$ cat config.mk
export PLATFORM = sky130hd
export DESIGN_NAME = ordered_list_insert_delete
export DESIGN_NICKNAME = d
export VERILOG_FILES = /design/src/rtl/ola_pkg.sv /design/src/rtl/ordered_list_insert_delete.sv /design/src/rtl/ola_cell.sv
export SDC_FILE = /design/constraint.sdc
export NUM_CORES = 2
export LEC_CHECK = 0
export BUFFER_PORTS_ARGS = -buffer_cell sky130_fd_sc_hd__buf_2
export CAP_MARGIN = 20
export CORE_ASPECT_RATIO = 0.8
export CORE_MARGIN = 2
export CORE_UTILIZATION = 30
export CTS_CLUSTER_SIZE = 28
export DETAILED_ROUTE_END_ITERATION = 12
export GPL_TIMING_DRIVEN = 0
export HOLD_SLACK_MARGIN = 0.06
export SYNTH_ARGS = -nofsm -noshare
export SYNTH_HDL_FRONTEND = slang
export SYNTH_HIERARCHICAL = 1
export SYNTH_SLANG_ARGS = --single-unit
$ cat constraint.sdc
create_clock -name clk -period 55.7 [get_ports clk]
set_clock_uncertainty 0.05 [all_clocks]
set_input_delay 2.785 -clock clk [delete_from_list [all_inputs] [get_ports clk]]
set_output_delay 2.785 -clock clk [all_outputs]
set_load 0.1 [all_outputs]
$ cat src/rtl/ola_pkg.sv
package ola_pkg;

  // Default geometry of the list
  localparam int DEPTH_DEF   = 64;
  localparam int DATA_W_DEF  = 32;

  // Widest position field that any legal depth can need (depth up to 1024)
  localparam int DEPTH_MAX   = 1024;
  localparam int POS_MAX_W   = $clog2(DEPTH_MAX + 1);

  // Command codes on the input channel
  localparam logic [1:0] CMD_INSERT = 2'd0;
  localparam logic [1:0] CMD_DELETE = 2'd1;
  localparam logic [1:0] CMD_DELVAL = 2'd2;

  // Result status codes
  localparam logic [1:0] STAT_DONE    = 2'd0;
  localparam logic [1:0] STAT_REFUSED = 2'd1;
  localparam logic [1:0] STAT_RANGE   = 2'd2;

  // Controller states
  typedef enum logic {
    ST_IDLE,
    ST_COMPACT
  } state_t;

  // Operation applied by every cell
  typedef enum logic [1:0] {
    CELL_HOLD,
    CELL_INS,
    CELL_DEL,
    CELL_ROT
  } cell_op_t;

  // Broadcast from the controller to the row of cells
  typedef struct packed {
    cell_op_t               op;
    logic                   keep;
    logic [POS_MAX_W-1:0]   pos;
  } cell_ctrl_t;

endpackage

$ cat src/rtl/ordered_list_insert_delete.sv
// Insert and delete at position: result registered in the cycle after the input
//   transfer, one command per cycle sustained while the output is not stalled.
// Delete by value: the row of cells rotates once per held entry, and the result
//   is registered as the rotation ends; the next transfer follows it.
// Reset (synchronous, rst_n low) clears the entry count, controller and output
//   valid; the cell contents are not cleared and no clearing pass runs.
module ordered_list_insert_delete
  import ola_pkg::*;
#(
  parameter int DEPTH      = DEPTH_DEF,
  parameter int DATA_WIDTH = DATA_W_DEF,
  parameter int CNT_W      = $clog2(DEPTH + 1)
) (
  input  logic               clk,
  input  logic               rst_n,
  input  logic               in_valid,
  output logic               in_stall,
  input  logic [1:0]         in_cmd,
  input  logic [CNT_W-1:0]   in_position,
  input  logic signed [31:0] in_value,
  output logic               out_valid,
  input  logic               out_stall,
  output logic [1:0]         out_status,
  output logic [CNT_W-1:0]   out_count,
  output logic               out_is_empty,
  output logic               out_is_full
);

  localparam logic [CNT_W-1:0] FULL_CNT = CNT_W'(DEPTH);
  localparam logic [CNT_W-1:0] ONE      = CNT_W'(1);

  state_t                state_r, state_nxt;
  logic [CNT_W-1:0]      count_r, count_nxt;
  logic [CNT_W-1:0]      steps_r, steps_nxt;
  logic [DATA_WIDTH-1:0] value_r, value_nxt;
  logic                  out_valid_r, out_valid_nxt;
  logic [1:0]            out_status_r, out_status_nxt;
  logic [CNT_W-1:0]      out_count_r, out_count_nxt;

  logic                  in_fire;
  logic                  out_fire;
  logic [63:0]           value_ext;
  logic [DATA_WIDTH-1:0] in_word;
  logic [DATA_WIDTH-1:0] cell_word;
  logic                  head_keep;
  cell_ctrl_t            ctrl;
  logic [DATA_WIDTH-1:0] data_w [DEPTH];

  // Handshake
  assign out_fire = out_valid_r & ~out_stall;
  assign in_stall = (state_r != ST_IDLE) | (out_valid_r & out_stall);
  assign in_fire  = in_valid & ~in_stall;

  // Stored words are the sign-extended input cut to DATA_WIDTH bits
  assign value_ext = {{32{in_value[31]}}, in_value};
  assign in_word   = value_ext[DATA_WIDTH-1:0];
  assign head_keep = (data_w[0] != value_r);

  // Controller: decode, status, rotation sequencing
  always_comb begin
    state_nxt      = state_r;
    count_nxt      = count_r;
    steps_nxt      = steps_r;
    value_nxt      = value_r;
    out_valid_nxt  = out_valid_r & ~out_fire;
    out_status_nxt = out_status_r;
    out_count_nxt  = out_count_r;
    ctrl.op        = CELL_HOLD;
    ctrl.keep      = 1'b0;
    ctrl.pos       = POS_MAX_W'(in_position);
    cell_word      = in_word;
    unique case (state_r)
      ST_IDLE: begin
        if (in_fire) begin
          out_valid_nxt  = 1'b1;
          out_status_nxt = STAT_RANGE;
          out_count_nxt  = count_r;
          unique case (in_cmd)
            CMD_INSERT: begin
              if (count_r == FULL_CNT) begin
                out_status_nxt = STAT_REFUSED;
              end else if (in_position <= count_r) begin
                ctrl.op        = CELL_INS;
                count_nxt      = count_r + ONE;
                out_count_nxt  = count_r + ONE;
                out_status_nxt = STAT_DONE;
              end
            end
            CMD_DELETE: begin
              if (count_r == '0) begin
                out_status_nxt = STAT_REFUSED;
              end else if (in_position < count_r) begin
                ctrl.op        = CELL_DEL;
                count_nxt      = count_r - ONE;
                out_count_nxt  = count_r - ONE;
                out_status_nxt = STAT_DONE;
              end
            end
            CMD_DELVAL: begin
              if (count_r == '0) begin
                out_status_nxt = STAT_REFUSED;
              end else begin
                // result comes when the rotation ends
                out_valid_nxt = 1'b0;
                value_nxt     = in_word;
                steps_nxt     = count_r;
                state_nxt     = ST_COMPACT;
              end
            end
            default: out_status_nxt = STAT_RANGE;
          endcase
        end
      end
      ST_COMPACT: begin
        // pop the head, shift the row down, push a kept head at the tail
        ctrl.op   = CELL_ROT;
        ctrl.keep = head_keep;
        ctrl.pos  = POS_MAX_W'(count_r - ONE);
        cell_word = data_w[0];
        if (!head_keep) begin
          count_nxt = count_r - ONE;
        end
        steps_nxt = steps_r - ONE;
        if (steps_r == ONE) begin
          state_nxt      = ST_IDLE;
          out_valid_nxt  = 1'b1;
          out_status_nxt = STAT_DONE;
          out_count_nxt  = count_nxt;
        end
      end
      default: state_nxt = ST_IDLE;
    endcase
  end

  // Control registers
  always_ff @(posedge clk) begin
    if (!rst_n) begin
      state_r     <= ST_IDLE;
      count_r     <= '0;
      steps_r     <= '0;
      out_valid_r <= 1'b0;
    end else begin
      state_r     <= state_nxt;
      count_r     <= count_nxt;
      steps_r     <= steps_nxt;
      out_valid_r <= out_valid_nxt;
    end
  end

  // Payload registers
  always_ff @(posedge clk) begin
    value_r      <= value_nxt;
    out_status_r <= out_status_nxt;
    out_count_r  <= out_count_nxt;
  end

  // Row of cells; each sees its neighbors (zero beyond either end) and the broadcast command
  for (genvar g = 0; g < DEPTH; g++) begin : g_cell
    logic [DATA_WIDTH-1:0] left_w;
    logic [DATA_WIDTH-1:0] right_w;
    if (g == 0) begin : g_first
      assign left_w = '0;
    end else begin : g_left
      assign left_w = data_w[g-1];
    end
    if (g == DEPTH - 1) begin : g_last
      assign right_w = '0;
    end else begin : g_right
      assign right_w = data_w[g+1];
    end
    ola_cell #(
      .DATA_WIDTH (DATA_WIDTH),
      .IDX        (g)
    ) u_cell (
      .clk     (clk),
      .left_i  (left_w),
      .right_i (right_w),
      .word_i  (cell_word),
      .ctrl_i  (ctrl),
      .data_o  (data_w[g])
    );
  end

  assign out_valid    = out_valid_r;
  assign out_status   = out_status_r;
  assign out_count    = out_count_r;
  assign out_is_empty = (out_count_r == '0);
  assign out_is_full  = (out_count_r == FULL_CNT);

  // Checks
  a_accept_idle: assert property (@(posedge clk) disable iff (!rst_n)
    in_fire |-> (state_r == ST_IDLE))
    else $error("transfer accepted while compacting");

  a_count_bound: assert property (@(posedge clk) disable iff (!rst_n)
    count_r <= FULL_CNT)
    else $error("entry count above depth");

  a_steps_cover: assert property (@(posedge clk) disable iff (!rst_n)
    (state_r == ST_COMPACT) |-> ((steps_r != '0) && (count_r >= steps_r)))
    else $error("rotation length exceeds held entries");

  a_insert_grows: assert property (@(posedge clk) disable iff (!rst_n)
    (rst_n && in_fire && (in_cmd == CMD_INSERT) && (count_r != FULL_CNT)
     && (in_position <= count_r)) |=> (count_r == $past(count_r) + ONE))
    else $error("accepted insert did not grow the list");

  a_compact_result: assert property (@(posedge clk) disable iff (!rst_n)
    ((state_r == ST_COMPACT) && (steps_r == ONE))
    |=> (out_valid_r && (state_r == ST_IDLE)))
    else $error("compaction end without result");

endmodule

$ cat src/rtl/ola_cell.sv
module ola_cell
  import ola_pkg::*;
#(
  parameter int DATA_WIDTH = DATA_W_DEF,
  parameter int IDX        = 0
) (
  input  logic                  clk,
  input  logic [DATA_WIDTH-1:0] left_i,
  input  logic [DATA_WIDTH-1:0] right_i,
  input  logic [DATA_WIDTH-1:0] word_i,
  input  cell_ctrl_t            ctrl_i,
  output logic [DATA_WIDTH-1:0] data_o
);

  localparam logic [POS_MAX_W-1:0] MY_IDX = POS_MAX_W'(IDX);

  logic [DATA_WIDTH-1:0] data_r;
  logic [DATA_WIDTH-1:0] data_nxt;

  // Local shift decision from the broadcast position
  always_comb begin
    data_nxt = data_r;
    case (ctrl_i.op)
      CELL_INS: begin
        if (MY_IDX > ctrl_i.pos) begin
          data_nxt = left_i;
        end else if (MY_IDX == ctrl_i.pos) begin
          data_nxt = word_i;
        end
      end
      CELL_DEL: begin
        if (MY_IDX >= ctrl_i.pos) begin
          data_nxt = right_i;
        end
      end
      // rotate: whole row moves down, a kept head lands at the tail
      CELL_ROT: begin
        if (ctrl_i.keep && (MY_IDX == ctrl_i.pos)) begin
          data_nxt = word_i;
        end else begin
          data_nxt = right_i;
        end
      end
      default: data_nxt = data_r;
    endcase
  end

  always_ff @(posedge clk) begin
    data_r <= data_nxt;
  end

  assign data_o = data_r;

endmodule
==> metrics.log <==
[metrics] Clock Sink Count: 2105
[metrics] transition at the pin with the smallest max-transition slack: 1122 ps
[metrics] count of mapped cells out of synthesis: 11343
[metrics] source-to-sink clock delay at the later pin of the worst-skew pair: 930 ps
[metrics] GR Overflow Total: 0
[metrics] DIE WIDTH: 751.6 um
[metrics] IO Pins: 58
[metrics] number of flops mapped to enable cells by yosys: 2089
[metrics] Crit-path slowest cell: sky130_fd_sc_hd__maj3_2
[metrics] Final #Nets: 11886
[metrics] FMAX: 0.1245 GHz
[metrics] CTS tree: built
[metrics] number of antenna violations at the first check in global routing: 14
[metrics] ys flop type: sky130_fd_sc_hd__edfxtp_1
[metrics] Register-to-Register Path Depth: 31
[metrics] area of placed instances: 145700 um^2
[metrics] CTS Buf Count: 236
[metrics] average vias per placed instance: 6.076
[metrics] Crit Reg-Reg Startpoint: state_r$_SDFF_PN0_
[metrics] sum of negative setup slack: 0 ps
[metrics] starting utilization of the core area: 30.14%
[metrics] hold bufs inserted after CTS: 0
[metrics] Synth top area share: 46.77%
[metrics] Slew Limit Headroom: 24.53%
[metrics] Root Buffer Master: sky130_fd_sc_hd__clkbuf_16
[metrics] Clk pin slew, worst setup/hold paths: 60 ps
[metrics] post-detailed-route wirelength per cell: 28.48 um
[metrics] status: finished, final reports clean
[metrics] largest cells by area after synthesis: sky130_fd_sc_hd__edfxtp_1, sky130_fd_sc_hd__mux2i_1, sky130_fd_sc_hd__a22o_1
[metrics] critical path type: register to register
[metrics] met3 demand-to-capacity share in global routing: 5.392%
[metrics] number of vias in the routed layout: 109278
[metrics] share of the yosys chip area belonging to registers: 47.01%
[metrics] DRC violations left: 0
[metrics] number of placed cells counting well taps: 17559
[metrics] setup repair after global routing missed its margin: no
[metrics] number of maximum-capacitance constraint violations: 0
[metrics] wire length reported by the detailed router: 512.3 mm
[metrics] cell family contributing the most delay on the critical path: buffers and inverters
[metrics] register bit count reported by yosys: 2105
[metrics] Critical Path Sink: g_cell[20].u_cell/data_o[19]$_DFFE_PP_
[metrics] element type at the critical path end: register
[metrics] end of the worst register-to-register path: g_cell[20].u_cell/data_o[19]$_DFFE_PP_
[metrics] required time at the worst-slack endpoint: 56190 ps
[metrics] Async SR Flop Fraction: 0%
[metrics] met1 capacity usage during global routing: 34.27%
[metrics] GRT Util Overall: 21.42%
[metrics] Hold Crit Class: register to register
[metrics] Top Usage Layer GRT: met1
[metrics] Max Fanout on Critical Path: 32
[metrics] reg-to-reg setup timing slack: 47670 ps
[metrics] Max Root-Sink Buffers: 4
[metrics] fin crit share: 14.42%
[metrics] WP data arrival: 8530 ps
[metrics] number of violations reported at the end of detailed-routing iteration 0: 17142
[metrics] area growth from synthesis to final layout: 14.08%
[metrics] total power consumption of the routed design: 4.342 mW
[metrics] Final Hold Viols: 0
[metrics] largest stage delay on the critical path: 810 ps
[metrics] Synth Area per Inst: 11.82 um^2
[metrics] leakage: 55.11 nW
[metrics] number of endpoints failing setup at the final stage: 0
[metrics] Placeable Area: 445000 um^2
[metrics] global-route wire length before repair: 732.0 mm
[metrics] clock period minus final worst setup slack: 8034 ps
[metrics] combined buffer and inverter count along the critical path: 26
[metrics] count of buffers added by post-CTS timing repair for setup: 0
[metrics] Startpoint Class: register
[metrics] area enclosed by the die boundary: 452500 um^2
[metrics] largest net degree at the start of global routing: 76
[metrics] most frequent cell on the critical path: sky130_fd_sc_hd__buf_4
[metrics] number of buffers added on ports: 57
[metrics] count of H-tree levels built during CTS: 4
[metrics] Routability Congestion: 0.8936
[metrics] TritonRoute pass-1 iters: 7
[metrics] count of standard-cell rows: 219
[metrics] worst-case vdd ir drop: 0.02586 mV
[metrics] number of warning messages in the yosys log: 6
[metrics] count of unique library cells instantiated by Yosys: 150
[metrics] via count of the first global-routing pass: 99709
[metrics] power density over cell area: 28.38 nW/um^2
[metrics] Slew Viols, Final: 0
[metrics] Final Non-Filler Cells: 17986
[metrics] Synth Cell Area: 134100 um^2
[metrics] final antenna-violating net count: 0
[metrics] post-DP HPWL: 368.6 mm
[metrics] worst setup path startpoint: state_r$_SDFF_PN0_
[metrics] Stages on worst setup path: 31
[metrics] cell accounting for the most synthesized area: sky130_fd_sc_hd__edfxtp_1
[metrics] summed area of non-filler cells in the final layout: 153000 um^2
[metrics] PostCTS Resize Cnt: 0
[metrics] met2 track demand over resource: 28.33%
[metrics] fraction of layout cells with a size suffix above 1: 15.58%
[metrics] die height: 602.0 um
-- tightest hold or removal path, stage by stage, from the launching register on --
cell	delay (ps)
sky130_fd_sc_hd__dfxtp_1	320
sky130_fd_sc_hd__nand2_1	60
sky130_fd_sc_hd__a31oi_1	60
-- logic make-up (layout without fill, tap and decap cells) --
| logic type | Yosys count | in the layout | synth area share (%) |
|---|---|---|---|
| DFF | 2105 | 2105 | 47.01 |
| muxes | 1541 | 1541 | 11.89 |
| buffers and inverters | 1367 | 2007 | 5.783 |
| other | 1 | 37 | 0.002796 |
| AOI/OAI and AO/OA | 3460 | 3460 | 21.58 |
| and+or+nand+nor | 2768 | 2768 | 13.00 |
| xor gates and xnor gates | 44 | 44 | 0.2873 |
| adders and majority gates | 57 | 57 | 0.4459 |
-- registers in the layout, indices dropped and copies added, names as in the netlist --
signal / flops
g_cell.u_cell/data_o: 2048
out_status: 2
out_valid: 1
steps_r: 7
out_count: 7
value_r: 32
count_r: 7
state_r: 1
-- metrics by stage --
step,utilization [%],setup WS (ps),hold WS [ps]
after detailed placement,32.74,47430,429.0
after global routing,34.38,47380,478.1
after CTS,34.38,47750,438.5
final,34.38,47670,439.0
after global placement,31.91,-17410,427.9
after floorplan,-,4661,425.1
-- routing by layer --
metal,share of wire [%],vias to the layer above
met3,13,698
met5,0.010,-
met4,2.2,8
met1,46,54574
met2,38,7115
li1,-,46883
-- how the worst min path moves through the flow --
stage | from | endpoint | cells past startpoint
2_1_floorplan | steps_r[5]$_SDFFE_PN0P_ | steps_r[5]$_SDFFE_PN0P_ | 2
3_3_place_gp | out_valid$_SDFF_PN0_ | out_valid$_SDFF_PN0_ | 2
3_5_place_dp | out_valid$_SDFF_PN0_ | out_valid$_SDFF_PN0_ | 2
4_1_cts | out_valid$_SDFF_PN0_ | out_valid$_SDFF_PN0_ | 2
5_1_grt | out_valid$_SDFF_PN0_ | out_valid$_SDFF_PN0_ | 2
6_report | out_valid$_SDFF_PN0_ | out_valid$_SDFF_PN0_ | 2
-- Yosys cell counts (40+ instances only) --
master,instances
sky130_fd_sc_hd__mux2i_1,1380
sky130_fd_sc_hd__a22o_1,473
sky130_fd_sc_hd__o311ai_2,61
sky130_fd_sc_hd__nand3b_1,270
sky130_fd_sc_hd__a21o_1,452
sky130_fd_sc_hd__nand2_1,667
sky130_fd_sc_hd__and2_1,211
sky130_fd_sc_hd__nand3_1,266
sky130_fd_sc_hd__inv_1,220
sky130_fd_sc_hd__buf_2,229
sky130_fd_sc_hd__buf_4,70
sky130_fd_sc_hd__buf_6,209
sky130_fd_sc_hd__maj3_1,46
sky130_fd_sc_hd__nand4b_1,45
sky130_fd_sc_hd__clkbuf_1,565
sky130_fd_sc_hd__nand2b_1,72
sky130_fd_sc_hd__mux2_2,69
sky130_fd_sc_hd__o21ai_0,231
sky130_fd_sc_hd__and2_0,61
sky130_fd_sc_hd__nor2_1,123
sky130_fd_sc_hd__o31ai_1,40
sky130_fd_sc_hd__a21oi_1,121
sky130_fd_sc_hd__a31oi_1,231
sky130_fd_sc_hd__o21ai_1,180
sky130_fd_sc_hd__a22oi_1,228
sky130_fd_sc_hd__nor4b_1,96
sky130_fd_sc_hd__mux2_4,86
sky130_fd_sc_hd__a22oi_2,53
sky130_fd_sc_hd__and3_1,54
sky130_fd_sc_hd__o311ai_1,60
sky130_fd_sc_hd__a211oi_1,80
sky130_fd_sc_hd__a32oi_1,98
sky130_fd_sc_hd__and4_1,90
sky130_fd_sc_hd__nand4_1,316
sky130_fd_sc_hd__o41ai_1,121
sky130_fd_sc_hd__a221o_1,281
sky130_fd_sc_hd__o211ai_2,179
sky130_fd_sc_hd__o211ai_1,232
sky130_fd_sc_hd__edfxtp_1,2089
sky130_fd_sc_hd__nor2b_1,142
-- final cells by class --
class | count | area, um^2
Clock buffer | 289 | 6126
Clock inverter | 133 | 1156
Timing Repair Buffer | 218 | 3237
Sequential cell | 2105 | 63050
Multi-Input combinational cell | 7902 | 64200
Inverter | 224 | 840.8
Fill cell | 44123 | 292000
Buffer | 1143 | 6915
Antenna cell | 5 | 12.51
Tap cell | 5967 | 7466
-- where the power goes --
part	internal [mW]	switching, mW	leakage [nW]
Sequential	1.85	0.0436	19.0
Combinational	0.348	0.552	32.6
Clock	0.859	0.694	3.53
Total	3.05	1.29	55.1
-- cell usage in the layout, fill, tap and decap left out, types with 118 or more instances in the layout --
cell / count
sky130_fd_sc_hd__a21o_1: 451
sky130_fd_sc_hd__a221o_1: 281
sky130_fd_sc_hd__a22o_1: 473
sky130_fd_sc_hd__a22oi_1: 228
sky130_fd_sc_hd__a31oi_1: 231
sky130_fd_sc_hd__and2_1: 211
sky130_fd_sc_hd__buf_2: 286
sky130_fd_sc_hd__buf_4: 119
sky130_fd_sc_hd__buf_6: 212
sky130_fd_sc_hd__clkbuf_1: 617
sky130_fd_sc_hd__clkbuf_16: 237
sky130_fd_sc_hd__edfxtp_1: 2089
sky130_fd_sc_hd__inv_1: 220
sky130_fd_sc_hd__mux2i_1: 1379
sky130_fd_sc_hd__nand2_1: 665
sky130_fd_sc_hd__nand3_1: 266
sky130_fd_sc_hd__nand3b_1: 270
sky130_fd_sc_hd__nand4_1: 316
sky130_fd_sc_hd__nor2_1: 118
sky130_fd_sc_hd__nor2b_1: 142
sky130_fd_sc_hd__o211ai_1: 232
sky130_fd_sc_hd__o211ai_2: 179
sky130_fd_sc_hd__o21ai_0: 224
sky130_fd_sc_hd__o21ai_1: 180
sky130_fd_sc_hd__o41ai_1: 121
No activity file was read; power rests on OpenSTA's default activity.
